## src/sv/utf8_to_utf16_decoder_unit_assert.svh

```systemverilog
// Assertion macros shared by the decoder modules.
// Each macro takes a label, clock, active-low reset, a condition (or an antecedent and a consequent) and a message.
`ifndef UTF8_TO_UTF16_DECODER_UNIT_ASSERT_SVH
`define UTF8_TO_UTF16_DECODER_UNIT_ASSERT_SVH

// The condition must hold at every clock edge outside reset.
`define U8U16_ASSERT_ALWAYS(label, clk, rst_n, cond, msg) \
    label: assert property (@(posedge clk) disable iff (!rst_n) (cond)) else $error(msg);

// The consequent must hold in the same cycle as the antecedent.
`define U8U16_ASSERT_SAME(label, clk, rst_n, ante, cons, msg) \
    label: assert property (@(posedge clk) disable iff (!rst_n) (ante) |-> (cons)) \
        else $error(msg);

// The consequent must hold in the cycle after the antecedent.
`define U8U16_ASSERT_NEXT(label, clk, rst_n, ante, cons, msg) \
    label: assert property (@(posedge clk) disable iff (!rst_n) (ante) |=> (cons)) \
        else $error(msg);

`endif

```

## src/sv/u8u16_pkg.sv

```systemverilog
`timescale 1ns / 1ps

package u8u16_pkg;

    // Largest number of code units that one input byte can produce.
    localparam int unsigned MAX_UNITS = 4;

    // Sequence lengths.
    localparam logic [2:0] LEN_NONE = 3'd0;
    localparam logic [2:0] LEN_2    = 3'd2;
    localparam logic [2:0] LEN_3    = 3'd3;
    localparam logic [2:0] LEN_4    = 3'd4;

    // Surrogate prefixes (upper six bits of a surrogate code unit).
    localparam logic [5:0] SURR_HI_PREFIX = 6'b110110;
    localparam logic [5:0] SURR_LO_PREFIX = 6'b110111;

    // Offset removed from a supplementary code point.
    localparam logic [20:0] SUPP_OFFSET = 21'h10000;

    // Code units produced by one byte, in output order.
    typedef struct packed {
        logic [MAX_UNITS-1:0][15:0] units;
        logic [2:0]                 count;
    } t_result;

endpackage

```

## src/sv/utf8_to_utf16_decoder_unit.sv

```systemverilog
`timescale 1ns / 1ps

// UTF-8 to UTF-16 decoder. Bytes enter on the s_axis side, one per transfer, and
// UTF-16 code units leave on the m_axis side. ASCII bytes pass straight through;
// two-, three- and four-byte sequences become one code unit, or a high/low
// surrogate pair for four bytes. Malformed bytes (stray continuation bytes,
// 0xF8 to 0xFF, or the held bytes of a sequence broken by a non-continuation
// byte) come out as raw units with the byte zero-extended. No overlong or
// range checks are made. s_axis_tlast marks the final byte of the input; any
// sequence still open after it is flushed raw. m_axis_tlast is high on the last
// code unit caused by a given input byte; a byte that only extends an open
// sequence produces no transfer at all.
// Timing: a byte is registered at the input, decoded combinationally against
// the sequence state, and its code units are loaded into a four-entry output
// buffer at the edge where the buffer has room. The first unit is offered on
// m_axis from that buffer, after the input register and the buffer register.
// The output buffer sends one unit per cycle while m_axis_tready is high,
// which sets the rate: a byte that yields several units holds the input
// until the buffer is sending its last unit. s_axis_tready depends on
// m_axis_tready in the same cycle when the buffer is sending its last unit.

module utf8_to_utf16_decoder_unit (
    input  logic        i_clk,
    input  logic        i_rst_n,
    input  logic        s_axis_tvalid,
    output logic        s_axis_tready,
    input  logic [7:0]  s_axis_tdata,   // [7:0] in_byte
    input  logic        s_axis_tlast,   // end_of_input
    output logic        m_axis_tvalid,
    input  logic        m_axis_tready,
    output logic [15:0] m_axis_tdata,   // [15:0] code_unit
    output logic        m_axis_tlast    // last_of_run
);

    // Input register: one byte waiting for decode.
    logic        r_in_valid;
    logic [7:0]  r_in_byte;
    logic        r_in_eoi;

    logic               w_can_load;
    logic               w_fire;
    u8u16_pkg::t_result w_res;

    // The decoder consumes the registered byte once the output buffer has room.
    assign w_fire        = r_in_valid && w_can_load;
    assign s_axis_tready = !r_in_valid || w_can_load;

    always_ff @(posedge i_clk) begin
        if (!i_rst_n) begin
            r_in_valid <= 1'b0;
        end else if (s_axis_tvalid && s_axis_tready) begin
            r_in_valid <= 1'b1;
        end else if (w_fire) begin
            r_in_valid <= 1'b0;
        end
    end

    always_ff @(posedge i_clk) begin
        if (s_axis_tvalid && s_axis_tready) begin
            r_in_byte <= s_axis_tdata;
            r_in_eoi  <= s_axis_tlast;
        end
    end

    // Sequence state and decode of one byte into up to four code units.
    u8u16_core u_core (
        .i_clk   (i_clk),
        .i_rst_n (i_rst_n),
        .i_fire  (w_fire),
        .i_byte  (r_in_byte),
        .i_eoi   (r_in_eoi),
        .o_res   (w_res)
    );

    // Result buffer that sends the code units one transfer at a time.
    u8u16_out_buf u_out_buf (
        .i_clk      (i_clk),
        .i_rst_n    (i_rst_n),
        .i_load     (w_fire),
        .i_res      (w_res),
        .i_ready    (m_axis_tready),
        .o_can_load (w_can_load),
        .o_valid    (m_axis_tvalid),
        .o_unit     (m_axis_tdata),
        .o_last     (m_axis_tlast)
    );

endmodule

```

## src/sv/u8u16_core.sv

```systemverilog
`timescale 1ns / 1ps
`include "utf8_to_utf16_decoder_unit_assert.svh"

module u8u16_core (
    input  logic                i_clk,
    input  logic                i_rst_n,
    input  logic                i_fire,
    input  logic [7:0]          i_byte,
    input  logic                i_eoi,
    output u8u16_pkg::t_result  o_res
);

    logic [2:0][7:0] r_held;
    logic [1:0]      r_hc;
    logic [2:0]      r_el;

    logic [2:0][7:0] n_held;
    logic [1:0]      n_hc;
    logic [2:0]      n_el;

    logic [3:0][15:0] w_units;
    logic [2:0]       w_cnt;
    logic             w_cont;
    logic [20:0]      w_code;
    logic [20:0]      w_off;

    assign w_cont = (i_byte[7:6] == 2'b10);
    assign w_code = {r_held[0][2:0], r_held[1][5:0], r_held[2][5:0], i_byte[5:0]};
    assign w_off  = w_code - u8u16_pkg::SUPP_OFFSET;

    always_comb begin
        n_held  = r_held;
        n_hc    = r_hc;
        n_el    = r_el;
        w_units = '0;
        w_cnt   = 3'd0;

        if (r_hc != 2'd0 && w_cont) begin
            if (({1'b0, r_hc} + 3'd1) >= r_el) begin
                if (r_el == u8u16_pkg::LEN_2) begin
                    w_units[0] = {5'b0, r_held[0][4:0], i_byte[5:0]};
                    w_cnt      = 3'd1;
                end else if (r_el == u8u16_pkg::LEN_3) begin
                    w_units[0] = {r_held[0][3:0], r_held[1][5:0], i_byte[5:0]};
                    w_cnt      = 3'd1;
                end else begin
                    w_units[0] = {u8u16_pkg::SURR_HI_PREFIX, w_off[19:10]};
                    w_units[1] = {u8u16_pkg::SURR_LO_PREFIX, w_code[9:0]};
                    w_cnt      = 3'd2;
                end
                n_hc = 2'd0;
                n_el = u8u16_pkg::LEN_NONE;
            end else if (r_hc < 2'd3) begin
                n_held[r_hc] = i_byte;
                n_hc         = r_hc + 2'd1;
            end
        end else begin
            // A broken sequence releases its held bytes as raw units first.
            if (r_hc != 2'd0) begin
                for (int i = 0; i < 3; i++) begin
                    if (2'(i) < r_hc && w_cnt < 3'd4) begin
                        w_units[w_cnt[1:0]] = {8'h00, r_held[i]};
                        w_cnt               = w_cnt + 3'd1;
                    end
                end
                n_hc = 2'd0;
                n_el = u8u16_pkg::LEN_NONE;
            end
            if (i_byte[7] == 1'b0) begin
                if (w_cnt < 3'd4) begin
                    w_units[w_cnt[1:0]] = {8'h00, i_byte};
                    w_cnt               = w_cnt + 3'd1;
                end
            end else if (i_byte[7:5] == 3'b110) begin
                n_held[0] = i_byte;
                n_hc      = 2'd1;
                n_el      = u8u16_pkg::LEN_2;
            end else if (i_byte[7:4] == 4'b1110) begin
                n_held[0] = i_byte;
                n_hc      = 2'd1;
                n_el      = u8u16_pkg::LEN_3;
            end else if (i_byte[7:3] == 5'b11110) begin
                n_held[0] = i_byte;
                n_hc      = 2'd1;
                n_el      = u8u16_pkg::LEN_4;
            end else begin
                if (w_cnt < 3'd4) begin
                    w_units[w_cnt[1:0]] = {8'h00, i_byte};
                    w_cnt               = w_cnt + 3'd1;
                end
            end
        end

        // End of input closes whatever sequence is still open.
        if (i_eoi && n_hc != 2'd0) begin
            for (int i = 0; i < 3; i++) begin
                if (2'(i) < n_hc && w_cnt < 3'd4) begin
                    w_units[w_cnt[1:0]] = {8'h00, n_held[i]};
                    w_cnt               = w_cnt + 3'd1;
                end
            end
            n_hc = 2'd0;
            n_el = u8u16_pkg::LEN_NONE;
        end
    end

    assign o_res.units = w_units;
    assign o_res.count = w_cnt;

    always_ff @(posedge i_clk) begin
        if (!i_rst_n) begin
            r_held <= '0;
            r_hc   <= 2'd0;
            r_el   <= u8u16_pkg::LEN_NONE;
        end else if (i_fire) begin
            r_held <= n_held;
            r_hc   <= n_hc;
            r_el   <= n_el;
        end
    end

    `U8U16_ASSERT_ALWAYS(a_open_len, i_clk, i_rst_n, ((r_hc == 2'd0) == (r_el == 3'd0)), "held count and sequence length disagree")
    `U8U16_ASSERT_SAME(a_len_above_count, i_clk, i_rst_n, (r_hc != 2'd0), (r_el > {1'b0, r_hc}), "open sequence already complete")
    `U8U16_ASSERT_SAME(a_unit_bound, i_clk, i_rst_n, i_fire, (o_res.count <= 3'd4), "too many code units for one byte")

endmodule

```

## src/sv/u8u16_out_buf.sv

```systemverilog
`timescale 1ns / 1ps
`include "utf8_to_utf16_decoder_unit_assert.svh"

module u8u16_out_buf (
    input  logic                i_clk,
    input  logic                i_rst_n,
    input  logic                i_load,
    input  u8u16_pkg::t_result  i_res,
    input  logic                i_ready,
    output logic                o_can_load,
    output logic                o_valid,
    output logic [15:0]         o_unit,
    output logic                o_last
);

    logic [3:0][15:0] r_units;
    logic [2:0]       r_cnt;
    logic [1:0]       r_idx;
    logic             w_take;

    assign o_valid    = (r_cnt != 3'd0);
    assign w_take     = o_valid && i_ready;
    assign o_can_load = (r_cnt == 3'd0) || (r_cnt == 3'd1 && i_ready);
    assign o_unit     = r_units[r_idx];
    assign o_last     = (r_cnt == 3'd1);

    always_ff @(posedge i_clk) begin
        if (i_load) begin
            r_units <= i_res.units;
        end
    end

    always_ff @(posedge i_clk) begin
        if (!i_rst_n) begin
            r_cnt <= 3'd0;
            r_idx <= 2'd0;
        end else if (i_load) begin
            r_cnt <= i_res.count;
            r_idx <= 2'd0;
        end else if (w_take) begin
            r_cnt <= r_cnt - 3'd1;
            r_idx <= r_idx + 2'd1;
        end
    end

    `U8U16_ASSERT_ALWAYS(a_cnt_bound, i_clk, i_rst_n, (({1'b0, r_idx} + r_cnt) <= 3'd4), "read position runs past buffered units")
    `U8U16_ASSERT_SAME(a_load_ok, i_clk, i_rst_n, i_load, o_can_load, "load while units remain")
    `U8U16_ASSERT_NEXT(a_drain, i_clk, i_rst_n, (w_take && o_last && !i_load), (r_cnt == 3'd0), "buffer not empty after its last transfer")

endmodule

```

## config.mk

```make
export PLATFORM = sky130hd
export DESIGN_NAME = utf8_to_utf16_decoder_unit
export DESIGN_NICKNAME = d
export VERILOG_FILES = /design/src/sv/u8u16_pkg.sv /design/src/sv/utf8_to_utf16_decoder_unit.sv /design/src/sv/u8u16_core.sv /design/src/sv/u8u16_out_buf.sv
export VERILOG_INCLUDE_DIRS = /design/src /design/src/sv
export SDC_FILE = /design/constraint.sdc
export NUM_CORES = 1
export LEC_CHECK = 0
export BUFFER_PORTS_ARGS = -buffer_cell sky130_fd_sc_hd__buf_2
export CAP_MARGIN = 25
export CELL_PAD_IN_SITES_DETAIL_PLACEMENT = 2
export CELL_PAD_IN_SITES_GLOBAL_PLACEMENT = 2
export CORE_ASPECT_RATIO = 0.75
export CORE_MARGIN = 4
export CORE_UTILIZATION = 41
export DETAILED_ROUTE_END_ITERATION = 12
export GPL_TIMING_DRIVEN = 0
export PLACE_DENSITY = 0.92
export SLEW_MARGIN = 20
export SYNTH_ARGS = -nofsm -noshare
export SYNTH_HDL_FRONTEND = slang
export SYNTH_HIERARCHICAL = 1
export SYNTH_SLANG_ARGS = --single-unit
```

## constraint.sdc

```tcl
create_clock -name i_clk -period 6.4 [get_ports i_clk]
set_clock_uncertainty 0.2 [all_clocks]
set_input_delay 0.32 -clock i_clk [delete_from_list [all_inputs] [get_ports i_clk]]
set_output_delay 0.32 -clock i_clk [all_outputs]
set_load 0.05 [all_outputs]
```

==> metrics.txt <==
outcome=complete, no violations; placed cells=1131; drt total wl=about 35 mm; Synth cell types=91; mux contribution to synthesized area=between 8 and 9%; CP Max Fanout=10; Worst setup SP type=register; Peak supply drop=~230 uV; routed vias=8105; fin crit period=between 6 and 7 ns; Area Overhead vs Synth=12.7%; row count=between 40 and 50; asr flop ratio synth=0%; H-tree depth=3; Synth Flop Type=edfxtp_1; met1 Use GR=between 40% and 50%; worst min path class=in -> reg; global routing usage on met3=~7.5%; CTS Sinks=108; sequential-to-total area share from yosys stat=37.0%; total gr overflow=0; Setup crit end kind=register; fin nets=around 940; Final Max Tran Viols=0; Post-Layout Cell Count=1156; Setup-failing EPs final=0; Worst Setup Path Type=reg -> reg; RSZ-0062 raised after global routing=false; Post-Synth Simple-Gate Area=16.6%; routed vias/inst=7.01; Clock Tree Buf Depth=2; DRC viols=0; fillers=approximately 2000; footprint of the multi-input gates=roughly 4500 um^2; max_cap viols=0; M2 GR Usage=roughly half; Placer Congestion=between 0.9 and 1; largest family of logic cells by synthesized area=compound AO/OA/AOI/OAI gates; Placeable Area=~19000 um^2; drt first pass iters=5; worst skew pair latency=between 0.3 and 0.4 ns; share of cells above drive strength 1=around 14%; busiest grt layer=met2; Worst EP arrival=approximately 6 ns; CP required=roughly 6.3 ns; CTS buffer count=9; diodes inserted=0; Core Util, Final=~47%; Starting Density=between 40% and 50%; Power Density=~310 nW/um^2; most common cell after layout, fill and taps aside=nand2_1; DIE WIDTH=around 170 um; flops & latches, synth=roughly 110; input/output buffers=31; vias in the first global route=approximately 8300; worst-margin pin slew=between 1 and 1.5 ns; Post-Synth XOR/XNOR Area=0.785%; ANT nets after route=0; Synth Warn #=6; first-pass GRT wire length=52.2 mm; antenna violations before repair=0; most frequent cells in the layout=nand2_1 (83), edfxtp_1 (73), a21oi_1 (50); Fin. Hold Viols=0; Synth Area in Compound Gates=between 20% and 30%; Clk pin slew, worst setup/hold paths=around 0.08 ns; IO Pins=32; fin crit share=a little over nine tenths; EDFF count, synth=73; Mapped Area=slightly below 8000 um^2; slew margin rel.=between 20% and 30%; LEAKAGE=between 0.003 and 0.004 uW; Iter 0 DRT Violations=between 1000 and 1500; Detailed Place HPWL=roughly 26 mm; mean post-synth cell area=slightly above 9 um^2; Fmax=164 MHz; Die Area=~21000 um^2; fraction of the mapped netlist area in adder cells=between 4 and 5%; setup TNS=0 ns; CTS root buf=clkbuf_16; largest net degree at the start of global routing=52; WL/cell=30.3 um; Post-Synthesis Cells=836; Die H=~130 um; CTS tree=done; all-layer global routing usage=32.1%; Register Area=~2900 um^2
## critical path, cell delays in order, from the launching register on
cell	delay (ns)
dfxtp_1	0.52
clkbuf_2	0.30
inv_1	0.20
ha_1	0.36
ha_1	0.30
and2_0	0.26
a21oi_2	0.33
o21ai_0	0.13
o211ai_1	0.26
inv_1	0.18
ha_1	0.29
nor4b_1	0.39
o211ai_1	0.31
nand2_2	0.27
xor2_1	0.24
ha_1	0.22
nand4_1	0.52
o22ai_1	0.46
a31oi_1	0.07
## kinds of logic after synthesis
kind of cell | after synthesis
mux | 44
other cells | 1
fa+ha+maj | 26
simple gates | 260
xor+xnor | 7
compound gates | 284
flops | 108
buf+inv | 106
## metrics by stage
stage          hold WS [ns]  area [um^2]  power (uW)  setup WS, ns
3_3_place_gp          0.280         8330        2060        0.0617
3_5_place_dp          0.299         8370        2140        -0.108
2_1_floorplan         0.219         7870        1770          1.45
5_1_grt               0.117         8800        2850        0.0464
6_report             0.0946         8800        2750         0.293
4_1_cts              0.0945         8770        2720       0.00973
## final cells by class
| cell class | count | share of cell area (%) |
|---|---|---|
| clock buffers | 9 | 2.56 |
| clock inverters | 7 | 0.782 |
| plain buffers | 79 | 4.66 |
| repair buffers | 44 | 3.38 |
| inverters | 24 | 1.02 |
| multi-input cells | 638 | 51.2 |
| well taps | 247 | 3.51 |
| flip-flops and latches | 108 | 32.9 |
## layer usage
layer	part of all wire, %	vias up	wire length, um
met3	10	111	3650
met5	0	-	0
met1	41	4074	14400
met2	45	581	15700
li1	-	3339	-
met4	3.8	0	1320
## registers in the layout (all words and copies together), names as in the netlist
| name | flops |
|---|---|
| u_out_buf/r_units | 64 |
| u_core/r_held | 24 |
| u_core/r_el | 3 |
| u_out_buf/r_cnt | 3 |
| u_out_buf/r_idx | 2 |
| u_core/r_hc | 2 |
| r_in_byte | 8 |
| r_in_valid | 1 |
| r_in_eoi | 1 |
## worst paths after layout
check | startpoint | end | slack (ns) | depth (start not counted)
worst max-delay path | u_core/r_hc[1] | u_out_buf/r_units[22] | 0.29 | 18
worst min-delay path | m_axis_tready | u_out_buf/r_idx[0] | 0.09 | 3
worst max register to register | u_core/r_hc[1] | u_out_buf/r_units[22] | 0.29 | 18
worst min register to register | r_in_valid | r_in_valid | 0.31 | 2
## cell usage after synthesis, types with 5 or more instances
cell	n	share of area, %
buf_4	23	2.2
nor2b_1	10	0.80
o21a_1	7	0.67
and3_1	10	0.80
mux4_1	7	2.4
a222oi_1	5	0.64
a31oi_1	21	1.7
buf_1	8	0.38
a22o_1	6	0.67
mux2_2	6	0.87
o211a_1	12	1.5
mux4_2	9	2.6
and2_1	15	1.2
o211ai_1	31	3.0
nand2b_1	5	0.40
dfxtp_1	35	9.0
a211oi_1	20	1.9
o22ai_1	13	1.0
o31ai_1	9	0.87
a32oi_1	7	0.79
nor3_1	11	0.70
nand4_1	16	1.3
nand3_1	37	2.4
a22oi_1	8	0.77
edfxtp_1	73	28
mux2i_1	20	2.6
a21oi_1	51	3.3
o2111ai_1	5	0.56
ha_1	26	4.2
inv_1	22	1.1
buf_2	8	0.51
nor2_1	47	2.3
clkbuf_1	40	1.9
nand2_1	84	4.0
o21ai_1	7	0.45
o21ai_0	34	2.2
## report_power, final
group / switching (uW) / total, uW / internal (uW)
logic: 801 / 1140 / 342
clock network: 302 / 577 / 275
registers: 108 / 1030 / 917
## repair_timing
action                                  CTS  global route
setup buffers                             1             0
hold buffers                             10             0
gates resized for setup                   2             7
endpoints found under the setup margin    6            34
hold endpoints to repair                 10             0
Power figures use the tool's default switching activity.
